<file path="src/rtl/wsag_pkg.sv">
// ----------------------------------------------------------------------------
// WebSocket accept generator package
// Shared payload types and constants for the key front end and hash engine.
// ----------------------------------------------------------------------------
package wsag_pkg;

  localparam int unsigned KeyLen    = 24;
  localparam int unsigned AcceptLen = 28;

  typedef struct packed {
    logic [7:0] key_byte;
    logic       key_last;
  } key_item_t;

  typedef struct packed {
    logic [7:0] accept_char;
    logic       status;
    logic       result_last;
  } accept_item_t;

  // Job handed from the front end to the hash engine
  typedef struct packed {
    logic [KeyLen*8-1:0] key;
    logic                bad;
  } job_t;

  localparam logic [31:0] H0 = 32'h67452301;
  localparam logic [31:0] H1 = 32'hEFCDAB89;
  localparam logic [31:0] H2 = 32'h98BADCFE;
  localparam logic [31:0] H3 = 32'h10325476;
  localparam logic [31:0] H4 = 32'hC3D2E1F0;

  localparam logic [287:0] Guid = "258EAFA5-E914-47DA-95CA-C5AB0DC85B11";

  function automatic logic [6:0] b64_digit(input logic [7:0] c);
    logic [6:0] r;
    r = 7'h40;
    if (c >= 8'h41 && c <= 8'h5A) r = {1'b0, 6'(c - 8'h41)};
    else if (c >= 8'h61 && c <= 8'h7A) r = {1'b0, 6'(c - 8'h61 + 8'd26)};
    else if (c >= 8'h30 && c <= 8'h39) r = {1'b0, 6'(c - 8'h30 + 8'd52)};
    else if (c == 8'h2B) r = 7'd62;
    else if (c == 8'h2F) r = 7'd63;
    return r;
  endfunction

  function automatic logic [7:0] b64_char(input logic [5:0] v);
    logic [7:0] r;
    if (v < 6'd26) r = 8'h41 + {2'b0, v};
    else if (v < 6'd52) r = 8'h61 + {2'b0, v} - 8'd26;
    else if (v < 6'd62) r = 8'h30 + {2'b0, v} - 8'd52;
    else if (v == 6'd62) r = 8'h2B;
    else r = 8'h2F;
    return r;
  endfunction

  function automatic logic [31:0] rotl(input logic [31:0] x, input int unsigned n);
    return (x << n) | (x >> (32 - n));
  endfunction

endpackage

</file>
<file path="src/rtl/wsag_front.sv">
// ----------------------------------------------------------------------------
// WebSocket accept front end
// Trims blanks, stores key characters and validates the finished key.
// ----------------------------------------------------------------------------
module wsag_front
  import wsag_pkg::*;
(
  input  logic      clk_i,
  input  logic      rst_ni,
  input  logic      push_i,
  output logic      full_o,
  input  key_item_t item_i,
  output logic      job_valid_o,
  input  logic      job_ready_i,
  output job_t      job_o
);

  logic [7:0] key_q [KeyLen];
  logic [4:0] count_q;
  logic       trail_q, bad_q;
  logic       jv_q;
  job_t       job_q;
  logic       acc, blank, store, bad_now;
  logic [KeyLen*8-1:0] flat;
  logic       ok;
  logic [6:0] d21;
  logic [6:0] dg;
  logic [7:0] k23;
  logic       full_key;

  assign full_o      = jv_q && !job_ready_i;
  assign acc         = push_i && !full_o;
  assign blank       = item_i.key_byte == 8'h20 || item_i.key_byte == 8'h09;
  assign bad_now     = !blank && (trail_q || count_q >= 5'(KeyLen));
  assign store       = !blank && !bad_now;
  assign job_valid_o = jv_q;
  assign job_o       = job_q;

  always_comb begin
    flat = '0;
    for (int i = 0; i < KeyLen; i++) begin
      flat[(KeyLen-1-i)*8 +: 8] = key_q[i];
    end
    // Last byte lands in the final slot during this cycle
    if (store && count_q == 5'(KeyLen - 1)) begin
      flat[7:0] = item_i.key_byte;
    end
    // A key is complete either on its 24th character or on a trailing blank after it
    k23      = (store && count_q == 5'(KeyLen - 1)) ? item_i.key_byte : key_q[23];
    full_key = (store && count_q == 5'(KeyLen - 1)) || (blank && count_q == 5'(KeyLen));
    ok = !bad_q && !bad_now && full_key && key_q[22] == 8'h3D && k23 == 8'h3D;
    for (int i = 0; i < 22; i++) begin
      dg = b64_digit(key_q[i]);
      if (dg[6]) ok = 1'b0;
    end
    d21 = b64_digit(key_q[21]);
    if (d21[3:0] != 4'd0) ok = 1'b0;
  end

  always_ff @(posedge clk_i) begin
    if (acc && store) key_q[count_q] <= item_i.key_byte;
  end

  always_ff @(posedge clk_i or negedge rst_ni) begin
    if (!rst_ni) begin
      count_q <= '0;
      trail_q <= 1'b0;
      bad_q   <= 1'b0;
      jv_q    <= 1'b0;
      job_q   <= '0;
    end else begin
      if (acc && item_i.key_last) jv_q <= 1'b1;
      else if (job_ready_i) jv_q <= 1'b0;
      if (acc) begin
        if (item_i.key_last) begin
          count_q <= '0;
          trail_q <= 1'b0;
          bad_q   <= 1'b0;
          job_q   <= '{key: flat, bad: !ok};
        end else begin
          if (blank && count_q != '0) trail_q <= 1'b1;
          if (bad_now) bad_q <= 1'b1;
          if (store) count_q <= count_q + 5'd1;
        end
      end
    end
  end

endmodule

</file>
<file path="src/rtl/wsag_hash.sv">
// ----------------------------------------------------------------------------
// WebSocket accept hash engine
// Runs two SHA-1 blocks one round a cycle, then emits base64 characters.
// ----------------------------------------------------------------------------
module wsag_hash
  import wsag_pkg::*;
(
  input  logic         clk_i,
  input  logic         rst_ni,
  input  logic         job_valid_i,
  output logic         job_ready_o,
  input  job_t         job_i,
  output logic         empty_o,
  input  logic         pop_i,
  output accept_item_t result_o
);

  typedef enum logic [4:0] {
    StIdle  = 5'b00001,
    StRound = 5'b00010,
    StAdd   = 5'b00100,
    StEmit  = 5'b01000,
    StErr   = 5'b10000
  } state_e;

  // Second block holds only the message length of 480 bits
  localparam logic [511:0] Blk2 = {496'h0, 16'h01E0};

  state_e      state_q;
  logic [31:0] w_q [16];
  logic [31:0] h_q [5];
  logic [31:0] a_q, b_q, c_q, d_q, e_q;
  logic [6:0]  round_q;
  logic        sel_q;
  logic [4:0]  emit_q;
  logic [159:0] dig;
  logic [31:0] wt, f, k, tmp;
  logic [3:0]  ri;
  logic [167:0] padded;
  logic [5:0]  v;
  logic [511:0] blk1;

  assign job_ready_o = state_q == StIdle;
  assign empty_o     = !(state_q == StEmit || state_q == StErr);
  assign ri          = round_q[3:0];
  assign dig         = {h_q[0], h_q[1], h_q[2], h_q[3], h_q[4]};
  assign padded      = {dig, 8'h00};
  assign v           = padded[167 - 6*emit_q -: 6];
  assign blk1        = {job_i.key, Guid, 8'h80, 24'h0};

  always_comb begin
    if (round_q < 7'd16) begin
      wt = w_q[ri];
    end else begin
      wt = rotl(w_q[4'(ri - 4'd3)] ^ w_q[4'(ri - 4'd8)] ^ w_q[4'(ri - 4'd14)] ^ w_q[ri], 1);
    end
    if (round_q < 7'd20) begin
      f = (b_q & c_q) | (~b_q & d_q); k = 32'h5A827999;
    end else if (round_q < 7'd40) begin
      f = b_q ^ c_q ^ d_q; k = 32'h6ED9EBA1;
    end else if (round_q < 7'd60) begin
      f = (b_q & c_q) | (b_q & d_q) | (c_q & d_q); k = 32'h8F1BBCDC;
    end else begin
      f = b_q ^ c_q ^ d_q; k = 32'hCA62C1D6;
    end
    tmp = rotl(a_q, 5) + f + e_q + k + wt;
    result_o.status      = state_q == StErr;
    result_o.result_last = state_q == StErr || emit_q == 5'(AcceptLen - 1);
    if (state_q == StErr) result_o.accept_char = 8'h00;
    else if (emit_q == 5'(AcceptLen - 1)) result_o.accept_char = 8'h3D;
    else result_o.accept_char = b64_char(v);
  end

  always_ff @(posedge clk_i) begin
    if (state_q == StIdle && job_valid_i) begin
      for (int i = 0; i < 16; i++) w_q[i] <= blk1[(15-i)*32 +: 32];
    end else if (state_q == StRound) begin
      w_q[ri] <= wt;
    end else if (state_q == StAdd) begin
      for (int i = 0; i < 16; i++) w_q[i] <= Blk2[(15-i)*32 +: 32];
    end
  end

  always_ff @(posedge clk_i or negedge rst_ni) begin
    if (!rst_ni) begin
      state_q <= StIdle;
      round_q <= '0;
      sel_q   <= 1'b0;
      emit_q  <= '0;
      h_q     <= '{H0, H1, H2, H3, H4};
      a_q <= H0; b_q <= H1; c_q <= H2; d_q <= H3; e_q <= H4;
    end else begin
      unique case (state_q)
        StIdle: begin
          if (job_valid_i) begin
            if (job_i.bad) begin
              state_q <= StErr;
            end else begin
              state_q <= StRound;
              h_q <= '{H0, H1, H2, H3, H4};
              a_q <= H0; b_q <= H1; c_q <= H2; d_q <= H3; e_q <= H4;
              round_q <= '0;
              sel_q   <= 1'b0;
            end
          end
        end
        StRound: begin
          a_q <= tmp; b_q <= a_q; c_q <= rotl(b_q, 30); d_q <= c_q; e_q <= d_q;
          round_q <= round_q + 7'd1;
          if (round_q == 7'd79) state_q <= StAdd;
        end
        StAdd: begin
          h_q[0] <= h_q[0] + a_q; h_q[1] <= h_q[1] + b_q; h_q[2] <= h_q[2] + c_q;
          h_q[3] <= h_q[3] + d_q; h_q[4] <= h_q[4] + e_q;
          a_q <= h_q[0] + a_q; b_q <= h_q[1] + b_q; c_q <= h_q[2] + c_q;
          d_q <= h_q[3] + d_q; e_q <= h_q[4] + e_q;
          round_q <= '0;
          sel_q   <= 1'b1;
          if (sel_q) begin
            state_q <= StEmit;
            emit_q  <= '0;
          end else begin
            state_q <= StRound;
          end
        end
        StEmit: begin
          if (pop_i) begin
            emit_q <= emit_q + 5'd1;
            if (emit_q == 5'(AcceptLen - 1)) state_q <= StIdle;
          end
        end
        StErr: begin
          if (pop_i) state_q <= StIdle;
        end
        default: state_q <= StIdle;
      endcase
    end
  end

endmodule

</file>
<file path="src/rtl/websocket_accept_generator_unit.sv">
// The first accept character follows the last key byte once the hash engine has run
// two SHA-1 blocks at one round per cycle; an error result skips the rounds.
// Key bytes are taken one per cycle while full is low; the rate per key is set by
// the round loop and the 28 character transfers.
// Reset clears all control state; the stored key needs no reset.
// ----------------------------------------------------------------------------
// WebSocket accept generator
// Front end validates the key, hash engine computes and encodes the accept.
// ----------------------------------------------------------------------------
module websocket_accept_generator_unit
  import wsag_pkg::*;
(
  input  logic         clk_i,
  input  logic         rst_ni,
  input  logic         push,
  output logic         full,
  input  key_item_t    item_i,
  output logic         empty,
  input  logic         pop,
  output accept_item_t result_o
);

  logic job_valid, job_ready;
  job_t job;

  wsag_front u_front (
    .clk_i, .rst_ni, .push_i(push), .full_o(full), .item_i,
    .job_valid_o(job_valid), .job_ready_i(job_ready), .job_o(job)
  );

  wsag_hash u_hash (
    .clk_i, .rst_ni, .job_valid_i(job_valid), .job_ready_o(job_ready), .job_i(job),
    .empty_o(empty), .pop_i(pop), .result_o
  );

endmodule

</file>
<file path="config.mk">
export PLATFORM = sky130hd
export DESIGN_NAME = websocket_accept_generator_unit
export DESIGN_NICKNAME = d
export VERILOG_FILES = /design/src/rtl/wsag_pkg.sv /design/src/rtl/wsag_front.sv /design/src/rtl/wsag_hash.sv /design/src/rtl/websocket_accept_generator_unit.sv
export SDC_FILE = /design/constraint.sdc
export NUM_CORES = 2
export LEC_CHECK = 0
export BUFFER_PORTS_ARGS = -buffer_cell sky130_fd_sc_hd__buf_2
export CORE_MARGIN = 4
export CORE_UTILIZATION = 55
export CTS_CLUSTER_DIAMETER = 50
export DETAILED_ROUTE_END_ITERATION = 12
export PLACE_DENSITY = 0.71
export SYNTH_ARGS = -nofsm -noshare
export SYNTH_HDL_FRONTEND = slang
export SYNTH_HIERARCHICAL = 1
export SYNTH_SLANG_ARGS = --single-unit
</file>
<file path="constraint.sdc">
create_clock -name clk_i -period 21.4 [get_ports clk_i]
set_clock_uncertainty 0.05 [all_clocks]
set_input_delay 6.42 -clock clk_i [delete_from_list [all_inputs] [get_ports clk_i]]
set_output_delay 6.42 -clock clk_i [all_outputs]
set_load 0.02 [all_outputs]
</file>
==> metrics.csv <==
metric,value,unit
ctsResizeCount,0,
drc,0,
cts_made_buffers,149,
status,completed,
cts_tree,built,
syn-num-nets,7296,
crit_family,adder cells,
crit_slowest_cell,fa_4,
synth_area,76720,um2
nFillCells,10940,
post_cts.repair.setup_buffers,0,
htree_levels,4,
crit_chain,"ha_2, inv_1, fa_4, ha_1, nand2b_1, nand2_1, xor2_2, buf_4, mux4_2, mux2i_1, nor4_1, a311oi_4, ha_1, o211ai_1, o211ai_2, nor2b_1, o32a_1, a21oi_1, buf_2",
synth-seq-area-share,45.40,%
tns,0,ns
cap_violations,0,
antenna_left,0,
reg2reg_slack,10.49,ns
yosysTopAreaCell,edfxtp_1,
ys_seq_elements,1243,
fin_crit_sh,63.84,%
dieArea,145500,um2
slew_headroom,16.57,%
critPathMaxStageDelay,0.89,ns
grt_pass1_vias,57450,
clock-root-buffer,clkbuf_16,
period_needed,13.66,ns
cts.clk_slew.worst_paths,0.06,ns
tightest_slew,1.251,ns
crit_type,register to output port,
antenna_found_initial,10,
drtIter0Drc,9952,
syn_inst,6931,
grt_start_max_net_pins,213,
cp-end-kind,output port,
fp.dieH,381.5,um
hold_violations,0,
slew_viol_final,0,
routedWlPerCell,31.60,um
vias,61120,
cp.buffers_inverters,3,
dpl.hpwl,195000,um
cts_sinks,1243,
cp-start-kind,register,
setup-violations-final,0,
placementRows,136,
synth_most_common_cell,nand2_1,
track_usage,37.61,%
ys.flop_type,edfxtp_1,
areaGrowthSynthToFinish,9.569,%
synth.distinct_cells,103,
synthTopCellsByArea,"edfxtp_1 (28%), dfrtp_1 (12%), mux4_2 (12%)",
drive_gt1_share,15.91,%
cts_buffer_depth,3,
cp.arrival,7.19,ns
yosys-top-cells-count,"nand2_1 (953), edfxtp_1 (704), nor2_1 (476)",
start_util,55.59,%
ctsHoldBuffers,0,
grt_overflow_total,0,
routed_wl,277900,um
cp_max_fo,22,
grt_pass1_wl,400900,um
yosysTopAreaCellShare,27.56,%
coreArea,138000,um2
insertion_delay,0.83,ns
fmax,0.07319,GHz
async_flop_share,43.36,%
synth_area_per_cell,11.07,um2
rsz0062_at_grt,false,
critPathMostFrequentCell,ha_1,
layout.nets,7162,
critPathRequiredTime,14.93,ns
routabilityCongestion,0.9787,
viasPerCell,6.951,
io_pins,25,
hp-class,register to register,
die_w,381.5,um
yosys_warnings,6,
firstDrtPassIters,8,
port_buffers,24,
synth_edf_count,704,
state kept, by name (all words and copies together), names as in the netlist, 7 cells and up:
name and cells:
u_front/job_o 193, u_front/key_q 192, u_hash/e_q 32, u_hash/dig 160, u_hash/d_q 32, u_hash/a_q 32
u_hash/w_q 512, u_hash/b_q 32, u_hash/c_q 32, u_hash/round_q 7
worst reg2reg max path: cells and delay by family (launching register included):
kind | cells | cell delay [ns]
AOI/OAI and AO/OA | 10 | 2.80
xor gates and xnor gates | 2 | 0.36
adders and majority gates | 5 | 2.24
buffers and inverters | 7 | 3.13
DFF | 1 | 0.76
muxes | 2 | 1.12
and+or+nand+nor | 3 | 0.34
per-layer routing:
metal | global-route usage [%] | part of all wire [%] | routed length [um]
met1 | 54.61 | 39 | 107800
met2 | 48.91 | 39 | 108600
met3 | 18.52 | 18 | 50780
met4 | 12.07 | 3.8 | 10430
met5 | 1.157 | 0.087 | 243
stage by stage:
step                      worst slack, ns  util (%)  instances  hold WS (ns)  instance area, um2
after CTS                           7.772     60.90       8789        0.4093               84050
after floorplan                     10.21         -       6931        0.3814               76720
final                               7.738     60.91       8794        0.3984               84060
after global placement              8.604     57.08       8509        0.3950               78770
after global routing                7.371     60.90       8789        0.4424               84050
after detailed placement            8.631     57.08       8509        0.3989               78770
final cells by class:
type                    instances  area [um2]  share of cell area, %
diodes                          5       12.51                0.01488
clock buffers                 180        3915                  4.657
multi-input cells            4934       39230                  46.67
flip-flops and latches       1243       34850                  41.45
well taps                    1863        2331                  2.773
repair buffers                169        1231                  1.465
clock inverters               100        1365                  1.624
inverters                     300        1129                  1.343
layout by cell type (no fill, tap or decap), types with 32 or more instances in the layout:
cell type / count
o221ai_1: 41
a21o_1: 112
xnor2_1: 166
mux2i_1: 336
o21a_1: 48
edfxtp_1: 704
o22ai_1: 36
nor2b_1: 32
dfrtp_1: 373
nand2_1: 936
dfstp_2: 161
a21oi_1: 451
nor3_1: 36
inv_1: 295
clkbuf_16: 149
mux4_2: 399
o22a_1: 65
o21ai_0: 409
nor2_1: 472
nand2b_1: 59
fa_1: 125
ha_1: 223
buf_4: 144
nand3_1: 245
a22oi_1: 71
xor2_1: 111
logic make-up (layout without fill, tap and decap cells):
logic type | count (synthesis) | in the layout | synth area share [%]
AO/OA/AOI/OAI | 1562 | 1562 | 12.93
XOR/XNOR | 282 | 282 | 3.247
adder cells (fa/ha/maj) | 352 | 352 | 6.974
buffers and inverters | 754 | 749 | 3.859
flip-flops | 1243 | 1243 | 45.40
multiplexers | 756 | 756 | 16.41
other | 0 | 5 | 0
AND/OR/NAND/NOR | 1982 | 1982 | 11.19
final timing paths:
path                                      start                  to  depth (start not counted)
max                            u_hash/emit_q[0]         result_o[5]                         19
min                        u_front/key_q[22][7]   u_front/job_o[16]                          2
max reg2reg                   u_hash/round_q[0]      u_hash/a_q[31]                         29
min reg2reg                u_front/key_q[22][7]   u_front/job_o[16]                          2
max in group asynchronous                rst_ni  u_front/job_o[120]                          4
min in group asynchronous                rst_ni    u_hash/emit_q[4]                          1
Power is not shown: default switching activity piles up to over one toggle a cycle in this logic, so the estimate is an artifact.
